**src/hw/rtl/wpt_pkg.sv**
```systemverilog
// Package: widths, register indexes and mode tables for the windowed periodic trigger.
package wpt_pkg;

  localparam int unsigned SECONDS_PER_CYCLE = 5;
  localparam int unsigned MODE_COUNT        = 19;

  localparam int unsigned CNT_W  = 32;  // cycle_count
  localparam int unsigned EPO_W  = 32;  // epoch registers
  localparam int unsigned ZONE_W = 17;  // zone offset
  localparam int unsigned MODE_W = 5;   // repeat mode
  localparam int unsigned CFG_W  = 32;  // config write data
  localparam int unsigned CYC_W  = 34;  // signed window bounds in cycles
  localparam int unsigned DIV_W  = 33;  // divider dividend
  localparam int unsigned DCNT_W = $clog2(DIV_W + 1);

  // reciprocal multiply for the epoch to cycle conversion
  localparam int unsigned MAC_N     = 3;
  localparam int unsigned CHK_W     = DIV_W / MAC_N;
  localparam int unsigned MAC_W     = $clog2(MAC_N + 1);
  localparam int unsigned RCP_W     = DIV_W + 1;
  localparam int unsigned PRD_W     = DIV_W + RCP_W;
  localparam int unsigned SPC_SHIFT = DIV_W + $clog2(SECONDS_PER_CYCLE);
  localparam logic [RCP_W-1:0] SPC_RECIP = RCP_W'(
    ((64'd1 << SPC_SHIFT) + 64'(SECONDS_PER_CYCLE) - 64'd1) / 64'(SECONDS_PER_CYCLE));

  typedef enum logic [2:0] {
    REG_ENABLE      = 3'd0,
    REG_WIN_START   = 3'd1,
    REG_WIN_END     = 3'd2,
    REG_ZONE_OFFSET = 3'd3,
    REG_REPEAT_MODE = 3'd4
  } reg_idx_e;

  localparam logic [MODE_W-1:0] MODE_REALTIME = MODE_W'(0);
  localparam logic [MODE_W-1:0] MODE_RESET    = MODE_W'(4);

  localparam int unsigned PERIOD_SEC [MODE_COUNT] = '{
    0, 10, 20, 30, 60, 120, 300, 900, 1800, 3600, 7200,
    10800, 14400, 21600, 43200, 86400, 172800, 604800, 1209600
  };

  localparam int unsigned LATE_SEC [MODE_COUNT] = '{
    0, 15, 25, 40, 75, 150, 375, 1125, 2250, 4500, 8100,
    11700, 15300, 22500, 44100, 90000, 176400, 608400, 1213200
  };

  localparam int unsigned DVS_W = $clog2(LATE_SEC[MODE_COUNT-1] / SECONDS_PER_CYCLE + 1);

  typedef struct packed {
    logic             start;
    logic [DIV_W-1:0] dividend;
    logic [DVS_W-1:0] divisor;
  } div_req_t;

  typedef struct packed {
    logic             done;
    logic [DVS_W-1:0] remainder;
  } div_rsp_t;

  function automatic logic [DVS_W-1:0] period_cycles(input logic [MODE_W-1:0] m);
    int unsigned d;
    d = 1;
    if (int'(m) < MODE_COUNT) begin
      d = PERIOD_SEC[m] / SECONDS_PER_CYCLE;
    end
    if (d == 0) begin
      d = 1;
    end
    return DVS_W'(d);
  endfunction

  function automatic logic [DVS_W-1:0] late_cycles(input logic [MODE_W-1:0] m);
    int unsigned d;
    d = 1;
    if (int'(m) < MODE_COUNT) begin
      d = LATE_SEC[m] / SECONDS_PER_CYCLE;
    end
    if (d == 0) begin
      d = 1;
    end
    return DVS_W'(d);
  endfunction

endpackage

```
**src/hw/rtl/wpt_ifs.sv**
```systemverilog
// Interfaces: check item channel and result item channel.
interface wpt_in_if;
  import wpt_pkg::*;
  logic             valid;
  logic             ready;
  logic [CNT_W-1:0] cycle_count;
  modport source (output valid, output cycle_count, input ready);
  modport sink   (input valid, input cycle_count, output ready);
endinterface

interface wpt_out_if;
  logic valid;
  logic ready;
  logic fire;
  modport source (output valid, output fire, input ready);
  modport sink   (input valid, input fire, output ready);
endinterface

```
**src/hw/rtl/wpt_div.sv**
```systemverilog
// Shared restoring divider, one quotient bit per cycle.
module wpt_div
  import wpt_pkg::*;
(
  input  logic     clk_i,
  input  logic     rst_ni,
  input  div_req_t req_i,
  output div_rsp_t rsp_o
);

  logic              busy_q, busy_d;
  logic              done_q, done_d;
  logic [DCNT_W-1:0] cnt_q, cnt_d;
  logic [DVS_W-1:0]  dvs_q, dvs_d;
  logic [DVS_W-1:0]  rem_q, rem_d;
  logic [DIV_W-1:0]  quo_q, quo_d;
  logic [DVS_W:0]    trial;
  logic              ge;

  assign trial = {rem_q, quo_q[DIV_W-1]};
  assign ge    = trial >= {1'b0, dvs_q};

  always_comb begin
    busy_d = busy_q;
    done_d = 1'b0;
    cnt_d  = cnt_q;
    dvs_d  = dvs_q;
    rem_d  = rem_q;
    quo_d  = quo_q;
    if (req_i.start) begin
      busy_d = 1'b1;
      cnt_d  = DCNT_W'(DIV_W);
      dvs_d  = req_i.divisor;
      rem_d  = '0;
      quo_d  = req_i.dividend;
    end else if (busy_q) begin
      rem_d = ge ? DVS_W'(trial - {1'b0, dvs_q}) : trial[DVS_W-1:0];
      quo_d = {quo_q[DIV_W-2:0], ge};
      cnt_d = cnt_q - DCNT_W'(1);
      if (cnt_q == DCNT_W'(1)) begin
        busy_d = 1'b0;
        done_d = 1'b1;
      end
    end
  end

  always_ff @(posedge clk_i or negedge rst_ni) begin
    if (!rst_ni) begin
      busy_q <= 1'b0;
      done_q <= 1'b0;
      cnt_q  <= '0;
    end else begin
      busy_q <= busy_d;
      done_q <= done_d;
      cnt_q  <= cnt_d;
    end
  end

  always_ff @(posedge clk_i) begin
    dvs_q <= dvs_d;
    rem_q <= rem_d;
    quo_q <= quo_d;
  end

  assign rsp_o.done      = done_q;
  assign rsp_o.remainder = rem_q;

endmodule

```
**src/hw/rtl/windowed_periodic_trigger.sv**
```systemverilog
// Top level: windowed periodic trigger with a shared iterative divider.
//
//  channel   dir  handshake        payload
//  in_ch     in   valid/ready      cycle_count[31:0]
//  out_ch    out  valid/ready      fire
//  cfg       in   cfg_we_i         cfg_idx_i[2:0], cfg_data_i[31:0]
//
// One item at a time; in_ch.ready is high only while idle.
// From input accept to result valid: outside the window, in realtime mode or with an
// unused mode the check goes straight to the result; else a period check runs one
// 33-step pass of the shared divider, and a nonzero remainder adds a late check pass.
// The first item after a write to the window or offset registers first converts the
// bounds: two reciprocal multiplications of 3 steps each, in states S_LO and S_HI.
// A result waits in the output register while out_ch stalls.
// Reset is asynchronous, active low; no clearing pass.
module windowed_periodic_trigger
  import wpt_pkg::*;
(
  input  logic             clk_i,
  input  logic             rst_ni,
  wpt_in_if.sink           in_ch,
  wpt_out_if.source        out_ch,
  input  logic             cfg_we_i,
  input  logic [2:0]       cfg_idx_i,
  input  logic [CFG_W-1:0] cfg_data_i
);

  typedef enum logic [6:0] {
    S_IDLE = 7'b0000001,
    S_LO   = 7'b0000010,
    S_HI   = 7'b0000100,
    S_CHK  = 7'b0001000,
    S_PER  = 7'b0010000,
    S_LATE = 7'b0100000,
    S_DONE = 7'b1000000
  } state_e;

  state_e state_q, state_d;

  logic              enable_q;
  logic [EPO_W-1:0]  start_q;
  logic [EPO_W-1:0]  end_q;
  logic [ZONE_W-1:0] zone_q;
  logic [MODE_W-1:0] mode_q;
  logic              dirty_q, dirty_d;

  logic signed [CYC_W-1:0] lo_q, lo_d;
  logic signed [CYC_W-1:0] hi_q, hi_d;
  logic [CNT_W-1:0]  count_q, count_d;
  logic [DIV_W-1:0]  elapsed_q, elapsed_d;
  logic              neg_q, neg_d;
  logic              flag_q, flag_d;
  logic              fire_q, fire_d;
  logic              out_valid_q, out_valid_d;
  logic              res_q, res_d;
  logic [DIV_W-1:0]  mq_q, mq_d;
  logic [PRD_W-1:0]  acc_q, acc_d;
  logic [MAC_W-1:0]  step_q, step_d;

  div_req_t div_req;
  div_rsp_t div_rsp;

  logic signed [CYC_W-1:0] zone_ext;
  logic signed [CYC_W-1:0] sum_lo, sum_hi;
  logic signed [CYC_W-1:0] count_s;
  logic signed [CYC_W-1:0] diff;
  logic signed [CYC_W-1:0] quo_s;
  logic [CHK_W+RCP_W-1:0]  mac_prod;
  logic [PRD_W-1:0]        mac_sum;
  logic [DIV_W-1:0]        cyc_mag;
  logic                    in_window;
  logic                    load_out;

  assign zone_ext = CYC_W'($signed(zone_q));
  assign sum_lo   = $signed({2'b00, start_q}) + zone_ext;
  assign sum_hi   = $signed({2'b00, end_q}) + zone_ext;
  assign count_s  = $signed({2'b00, count_q});
  assign diff     = count_s - lo_q;
  // magnitude * SPC_RECIP, one CHK_W-bit slice per step, top slice first
  assign mac_prod = {{RCP_W{1'b0}}, mq_q[DIV_W-1 -: CHK_W]} * {{CHK_W{1'b0}}, SPC_RECIP};
  assign mac_sum  = {acc_q[PRD_W-CHK_W-1:0], {CHK_W{1'b0}}} + PRD_W'(mac_prod);
  assign cyc_mag  = DIV_W'(acc_q >> SPC_SHIFT);
  assign quo_s    = neg_q ? -$signed({1'b0, cyc_mag})
                          :  $signed({1'b0, cyc_mag});
  assign in_window = enable_q && (count_s > lo_q) && (count_s < hi_q);
  assign load_out  = (state_q == S_DONE) && (!out_valid_q || out_ch.ready);

  function automatic logic [DIV_W-1:0] magnitude(input logic signed [CYC_W-1:0] v);
    logic [CYC_W-1:0] a;
    a = v[CYC_W-1] ? CYC_W'(-v) : CYC_W'(v);
    return a[DIV_W-1:0];
  endfunction

  wpt_div u_div (
    .clk_i (clk_i),
    .rst_ni(rst_ni),
    .req_i (div_req),
    .rsp_o (div_rsp)
  );

  always_comb begin
    state_d   = state_q;
    dirty_d   = dirty_q;
    lo_d      = lo_q;
    hi_d      = hi_q;
    count_d   = count_q;
    elapsed_d = elapsed_q;
    neg_d     = neg_q;
    flag_d    = flag_q;
    res_d     = res_q;
    mq_d      = mq_q;
    acc_d     = acc_q;
    step_d    = step_q;
    div_req   = '0;
    unique case (state_q)
      S_IDLE: begin
        if (in_ch.valid) begin
          count_d = in_ch.cycle_count;
          if (dirty_q) begin
            mq_d    = magnitude(sum_lo);
            acc_d   = '0;
            step_d  = '0;
            neg_d   = sum_lo[CYC_W-1];
            state_d = S_LO;
          end else begin
            state_d = S_CHK;
          end
        end
      end
      S_LO: begin
        if (step_q == MAC_W'(MAC_N)) begin
          lo_d    = quo_s;
          mq_d    = magnitude(sum_hi);
          acc_d   = '0;
          step_d  = '0;
          neg_d   = sum_hi[CYC_W-1];
          state_d = S_HI;
        end else begin
          mq_d   = {mq_q[DIV_W-CHK_W-1:0], {CHK_W{1'b0}}};
          acc_d  = mac_sum;
          step_d = step_q + MAC_W'(1);
        end
      end
      S_HI: begin
        if (step_q == MAC_W'(MAC_N)) begin
          hi_d    = quo_s;
          dirty_d = 1'b0;
          state_d = S_CHK;
        end else begin
          mq_d   = {mq_q[DIV_W-CHK_W-1:0], {CHK_W{1'b0}}};
          acc_d  = mac_sum;
          step_d = step_q + MAC_W'(1);
        end
      end
      S_CHK: begin
        elapsed_d = diff[DIV_W-1:0];
        if (in_window && (mode_q != MODE_REALTIME) && (int'(mode_q) < MODE_COUNT)) begin
          div_req.start    = 1'b1;
          div_req.dividend = diff[DIV_W-1:0];
          div_req.divisor  = period_cycles(mode_q);
          state_d          = S_PER;
        end else begin
          res_d   = in_window && (mode_q == MODE_REALTIME);
          state_d = S_DONE;
        end
      end
      S_PER: begin
        if (div_rsp.done) begin
          if (div_rsp.remainder == '0) begin
            flag_d  = 1'b1;
            res_d   = 1'b1;
            state_d = S_DONE;
          end else begin
            div_req.start    = 1'b1;
            div_req.dividend = elapsed_q;
            div_req.divisor  = late_cycles(mode_q);
            state_d          = S_LATE;
          end
        end
      end
      S_LATE: begin
        if (div_rsp.done) begin
          res_d = 1'b0;
          if (div_rsp.remainder == '0) begin
            if (!flag_q) begin
              res_d = 1'b1;
            end else begin
              flag_d = 1'b0;
            end
          end
          state_d = S_DONE;
        end
      end
      S_DONE: begin
        if (load_out) begin
          state_d = S_IDLE;
        end
      end
      default: state_d = S_IDLE;
    endcase

    if (cfg_we_i && ((cfg_idx_i == REG_WIN_START) || (cfg_idx_i == REG_WIN_END) ||
                     (cfg_idx_i == REG_ZONE_OFFSET))) begin
      dirty_d = 1'b1;
    end
  end

  always_comb begin
    out_valid_d = out_valid_q;
    fire_d      = fire_q;
    if (load_out) begin
      out_valid_d = 1'b1;
      fire_d      = res_q;
    end else if (out_ch.ready) begin
      out_valid_d = 1'b0;
    end
  end

  always_ff @(posedge clk_i or negedge rst_ni) begin
    if (!rst_ni) begin
      enable_q <= 1'b0;
      start_q  <= '0;
      end_q    <= '0;
      zone_q   <= '0;
      mode_q   <= MODE_RESET;
    end else if (cfg_we_i) begin
      unique case (cfg_idx_i)
        REG_ENABLE:      enable_q <= cfg_data_i[0];
        REG_WIN_START:   start_q  <= cfg_data_i[EPO_W-1:0];
        REG_WIN_END:     end_q    <= cfg_data_i[EPO_W-1:0];
        REG_ZONE_OFFSET: zone_q   <= cfg_data_i[ZONE_W-1:0];
        REG_REPEAT_MODE: mode_q   <= cfg_data_i[MODE_W-1:0];
        default: ;
      endcase
    end
  end

  always_ff @(posedge clk_i or negedge rst_ni) begin
    if (!rst_ni) begin
      state_q     <= S_IDLE;
      dirty_q     <= 1'b0;
      lo_q        <= '0;
      hi_q        <= '0;
      flag_q      <= 1'b0;
      out_valid_q <= 1'b0;
    end else begin
      state_q     <= state_d;
      dirty_q     <= dirty_d;
      lo_q        <= lo_d;
      hi_q        <= hi_d;
      flag_q      <= flag_d;
      out_valid_q <= out_valid_d;
    end
  end

  always_ff @(posedge clk_i) begin
    count_q   <= count_d;
    elapsed_q <= elapsed_d;
    neg_q     <= neg_d;
    res_q     <= res_d;
    fire_q    <= fire_d;
    mq_q      <= mq_d;
    acc_q     <= acc_d;
    step_q    <= step_d;
  end

  assign in_ch.ready  = (state_q == S_IDLE);
  assign out_ch.valid = out_valid_q;
  assign out_ch.fire  = fire_q;

endmodule

```
**src/flat_wrapper.sv**
```systemverilog
// flat-port wrapper written by rule: the top's interface ports become plain ports
module windowed_periodic_trigger_flat import wpt_pkg::*;
  (clk_i, rst_ni, cfg_we_i, cfg_idx_i, cfg_data_i, in_ch_valid, in_ch_cycle_count, in_ch_ready, out_ch_valid, out_ch_fire, out_ch_ready);
  wpt_in_if in_ch_i ();
  wpt_out_if out_ch_i ();
  input  logic clk_i;
  input  logic rst_ni;
  input  logic cfg_we_i;
  input  logic [2:0] cfg_idx_i;
  input  logic [CFG_W-1:0] cfg_data_i;
  input wire logic [$bits(in_ch_i.valid)-1:0] in_ch_valid;
  input wire logic [$bits(in_ch_i.cycle_count)-1:0] in_ch_cycle_count;
  output wire logic [$bits(in_ch_i.ready)-1:0] in_ch_ready;
  output wire logic [$bits(out_ch_i.valid)-1:0] out_ch_valid;
  output wire logic [$bits(out_ch_i.fire)-1:0] out_ch_fire;
  input wire logic [$bits(out_ch_i.ready)-1:0] out_ch_ready;
  assign in_ch_i.valid = in_ch_valid;
  assign in_ch_i.cycle_count = in_ch_cycle_count;
  assign in_ch_ready = in_ch_i.ready;
  assign out_ch_valid = out_ch_i.valid;
  assign out_ch_fire = out_ch_i.fire;
  assign out_ch_i.ready = out_ch_ready;
  windowed_periodic_trigger u_core (.clk_i(clk_i), .rst_ni(rst_ni), .in_ch(in_ch_i), .out_ch(out_ch_i), .cfg_we_i(cfg_we_i), .cfg_idx_i(cfg_idx_i), .cfg_data_i(cfg_data_i));
endmodule
```
**config.mk**
```make
export PLATFORM = sky130hd
export DESIGN_NAME = windowed_periodic_trigger_flat
export DESIGN_NICKNAME = d
export VERILOG_FILES = /design/src/hw/rtl/wpt_pkg.sv /design/src/hw/rtl/wpt_ifs.sv /design/src/hw/rtl/wpt_div.sv /design/src/hw/rtl/windowed_periodic_trigger.sv /design/src/flat_wrapper.sv
export SDC_FILE = /design/constraint.sdc
export NUM_CORES = 1
export LEC_CHECK = 0
export ABC_AREA = 1
export BUFFER_PORTS_ARGS = -buffer_cell sky130_fd_sc_hd__buf_4
export CORE_MARGIN = 2
export CORE_UTILIZATION = 40
export CTS_BUF_LIST = sky130_fd_sc_hd__clkbuf_8
export CTS_CLUSTER_SIZE = 20
export DETAILED_ROUTE_END_ITERATION = 16
export GPL_TIMING_DRIVEN = 0
export MAX_ROUTING_LAYER = met4
export PLACE_DENSITY = 0.58
export SKIP_LAST_GASP = 1
export SYNTH_ARGS = -nofsm -noshare
export SYNTH_HDL_FRONTEND = slang
export SYNTH_HIERARCHICAL = 1
export SYNTH_SLANG_ARGS = --single-unit
```
**constraint.sdc**
```tcl
create_clock -name clk_i -period 22 [get_ports clk_i]
set_input_delay 4.4 -clock clk_i [delete_from_list [all_inputs] [get_ports clk_i]]
set_output_delay 4.4 -clock clk_i [all_outputs]
set_load 0.02 [all_outputs]
```
==> impl_metrics.env <==
export IMPL_status="finished, final reports clean"
export IMPL_min_from="u_core/res_q"
export IMPL_pin_count=75
export IMPL_cts_hold_fix_buffers=0
export IMPL_end_kind="register"
export IMPL_nets=4716
export IMPL_ys_ff_latch=410
export IMPL_holdPathEnd="u_core/out_ch.fire"
export IMPL_slew_viol_final=0
export IMPL_synth_area_um2=32300
export IMPL_nFillCells=8161
export IMPL_hp_class="register to register"
export IMPL_cts_tree="built"
export IMPL_post_dp_hpwl_um=68700
export IMPL_setup_slack_ns=11.58
export IMPL_h_tree_depth=3
export IMPL_cts_root_buf="clkbuf_8"
export IMPL_place_ws_ns=11.83
export IMPL_synthArstFlopShare=0.422
export IMPL_cts_setup_buffers=0
export IMPL_routabilityCongestion=0.908
export IMPL_place_inst=5305
export IMPL_path_max_fanout=6
export IMPL_synth_edf_count=219
export IMPL_clock_path_buffers=3
export IMPL_worst_path_max_delay_cell="a2111oi_0"
export IMPL_syn_area_per_cell_um2=7.76
export IMPL_wl_per_cell_um=15.9
export IMPL_grt_pass1_wl_um=139000
export IMPL_grt_pass1_vias=26700
export IMPL_rsz0062_at_grt="false"
export IMPL_min_period_ns=10.42
export IMPL_postLayoutCoreUtil=0.447
export IMPL_via_per_inst=5.09
export IMPL_cap_viol_max_count=0
export IMPL_die_area_um2=83100
export IMPL_cts_sinks=410
export IMPL_synth_warnings=6
export IMPL_path_clk_slew_ns=0.06
export IMPL_grt_usage=0.216
export IMPL_ff2ff_setup_slack_ns=11.58
export IMPL_synth_cell_type_count=76
export IMPL_core_area_um2=80300
export IMPL_first_iter_violations=1673
export IMPL_hold_depth=0
export IMPL_io_buffers=74
export IMPL_drive_gt1_frac=0.0951
export IMPL_cp_required_ns=22.38
export IMPL_fmax_mhz=96.0
export IMPL_setup_viol_count_final=0
export IMPL_antenna_found_initial=4
export IMPL_finalWirelength_um=86700
export IMPL_grt_max_degree=101
export IMPL_initial_utilization=0.403
export IMPL_area_growth_pct=11.1
export IMPL_worst_pin_slew_ns=1.30
export IMPL_start_kind="register"
export IMPL_clkLatencyLatePin_ns=0.69
export IMPL_final_cells=5447
export IMPL_reg2reg_to="u_core/acc_q[57]"
export IMPL_synthesis_nets=4559
export IMPL_dr_pass1_iters=5
export IMPL_die_height_um=288
export IMPL_synth_ff_type="edfxtp_1"
export IMPL_grt_ovfl_total=0
export IMPL_die_w_um=288
export IMPL_vias=27700
export IMPL_slew_headroom=0.130
export IMPL_synthCells=4165
export IMPL_final_period_utilization=0.474
export IMPL_rr_startpoint="u_core/mq_q[24]"
export IMPL_post_cts_resized=0
export IMPL_rows=104
export IMPL_drc=0
export IMPL_setup_tns_ns=0
export IMPL_numCtsBuffers=74
export IMPL_slowest_delay_ns=0.62
export IMPL_hold_viol=0
export IMPL_arrival_ns=10.80
export IMPL_skew_ns=0.0455
export IMPL_path_class="register to register"
export IMPL_detail_route_antenna_nets=0
export IMPL_seq_area_frac_synth=0.349
export IMPL_r2r_cells=54
==> cells in the final DEF, fill, tap and decap left out, drive strengths merged, types with 4 or more instances in the layout <==
master / synthesis / layout
nand2: 980 / 980
inv: 629 / 657
o21ai: 369 / 369
a21oi: 291 / 291
ha: 278 / 278
nor2: 275 / 275
nand3: 260 / 260
edfxtp: 219 / 219
dfrtp: 171 / 171
clkbuf: 78 / 163
xor2: 124 / 124
buf: 23 / 104
nor3: 85 / 85
nand4: 54 / 54
xnor2: 47 / 47
fa: 44 / 44
a22o: 26 / 26
nand3b: 24 / 24
o211ai: 21 / 21
o21bai: 20 / 20
clkinv: 5 / 20
dfxtp: 18 / 18
o221ai: 17 / 17
nor4: 14 / 14
o31ai: 13 / 13
a31oi: 12 / 12
o21a: 10 / 10
a211oi: 7 / 7
o32ai: 6 / 6
clkinvlp: 0 / 5
o22ai: 5 / 5
or2: 5 / 5
diode: 0 / 4
bufinv: 0 / 4
==> synth_stat cells (all sizes together) (26+ instances only) <==
library cell	number	area share
nand4	54	0.011
inv	629	0.073
nand2	980	0.12
o21ai	369	0.058
nor2	275	0.034
xor2	124	0.034
ha	278	0.11
clkbuf	78	0.0094
a21oi	291	0.046
fa	44	0.027
dfrtp	171	0.13
edfxtp	219	0.20
xnor2	47	0.013
nand3	260	0.046
nor3	85	0.014
a22o	26	0.0070
==> cell type report <==
type | instances | area [um^2] | area share
multi-input combinational | 3020 | 18200 | 0.508
sequential | 410 | 11300 | 0.314
inverter | 634 | 2380 | 0.0664
tap | 1060 | 1330 | 0.0369
clock buffer | 85 | 1170 | 0.0326
timing repair buffer | 81 | 711 | 0.0198
buffer | 101 | 448 | 0.0125
clock inverter | 52 | 342 | 0.00951
antenna | 4 | 10.0 | 0.000279
==> critical path, delay by kind of cell, from the launching register on <==
kind / cells / cell delay, ns
compound gates: 23 / 4.50
fa+ha+maj: 7 / 2.97
simple gates: 14 / 1.20
buf+inv: 9 / 0.69
flops: 1 / 0.57
xor+xnor: 1 / 0.21
==> stage by stage <==
stage,hold slack [ns],area [um^2]
after floorplan,0.400,32300
after global placement,0.445,34200
after detailed placement,0.446,34400
after CTS,0.422,35900
after global routing,0.446,35900
final,0.442,35900
==> cells by family (layout without fill, tap and decap cells) <==
kind of cell	count (synthesis)	count (layout)	synth area share
adder cells (fa/ha/maj)	322	322	0.135
AO/OA/AOI/OAI	818	818	0.143
XOR/XNOR	171	171	0.0463
other	0	4	0
AND/OR/NAND/NOR	1709	1709	0.240
buffers and inverters	735	953	0.0876
flip-flops	410	410	0.349
==> metal layers <==
layer  track usage  wire length [um]  vias to the layer above
li1              -                 -                    14300
met2         0.348             40000                      499
met1         0.283             40700                    12800
met4        0.0595              2130                        0
met5             -                 0                        -
met3        0.0348              3790                      135
==> state kept, by name (all words and copies together), names as in the netlist, 32 cells and up <==
register	flops
u_core/lo_q	34
u_core/count_q	32
u_core/hi_q	34
u_core/elapsed_q	33
u_core/acc_q	65
u_core/u_div/quo_q	33
u_core/mq_q	33
u_core/start_q	32
u_core/end_q	32
==> how the worst max path moves through the flow <==
stage | from | end | slack [ns] | depth (start not counted)
after floorplan | in_ch_valid | u_core/acc_q[10] | 11.96 | 4
after global placement | in_ch_valid | u_core/mq_q[23] | 9.41 | 5
after detailed placement | u_core/mq_q[24] | u_core/acc_q[57] | 11.83 | 54
after CTS | u_core/mq_q[24] | u_core/acc_q[57] | 11.76 | 54
after global routing | u_core/mq_q[24] | u_core/acc_q[66] | 10.32 | 69
final | u_core/mq_q[24] | u_core/acc_q[57] | 11.58 | 54
Power is left out: the tool's default activity adds up to more than one toggle a clock period on the data nets, which glitch-free logic cannot reach.
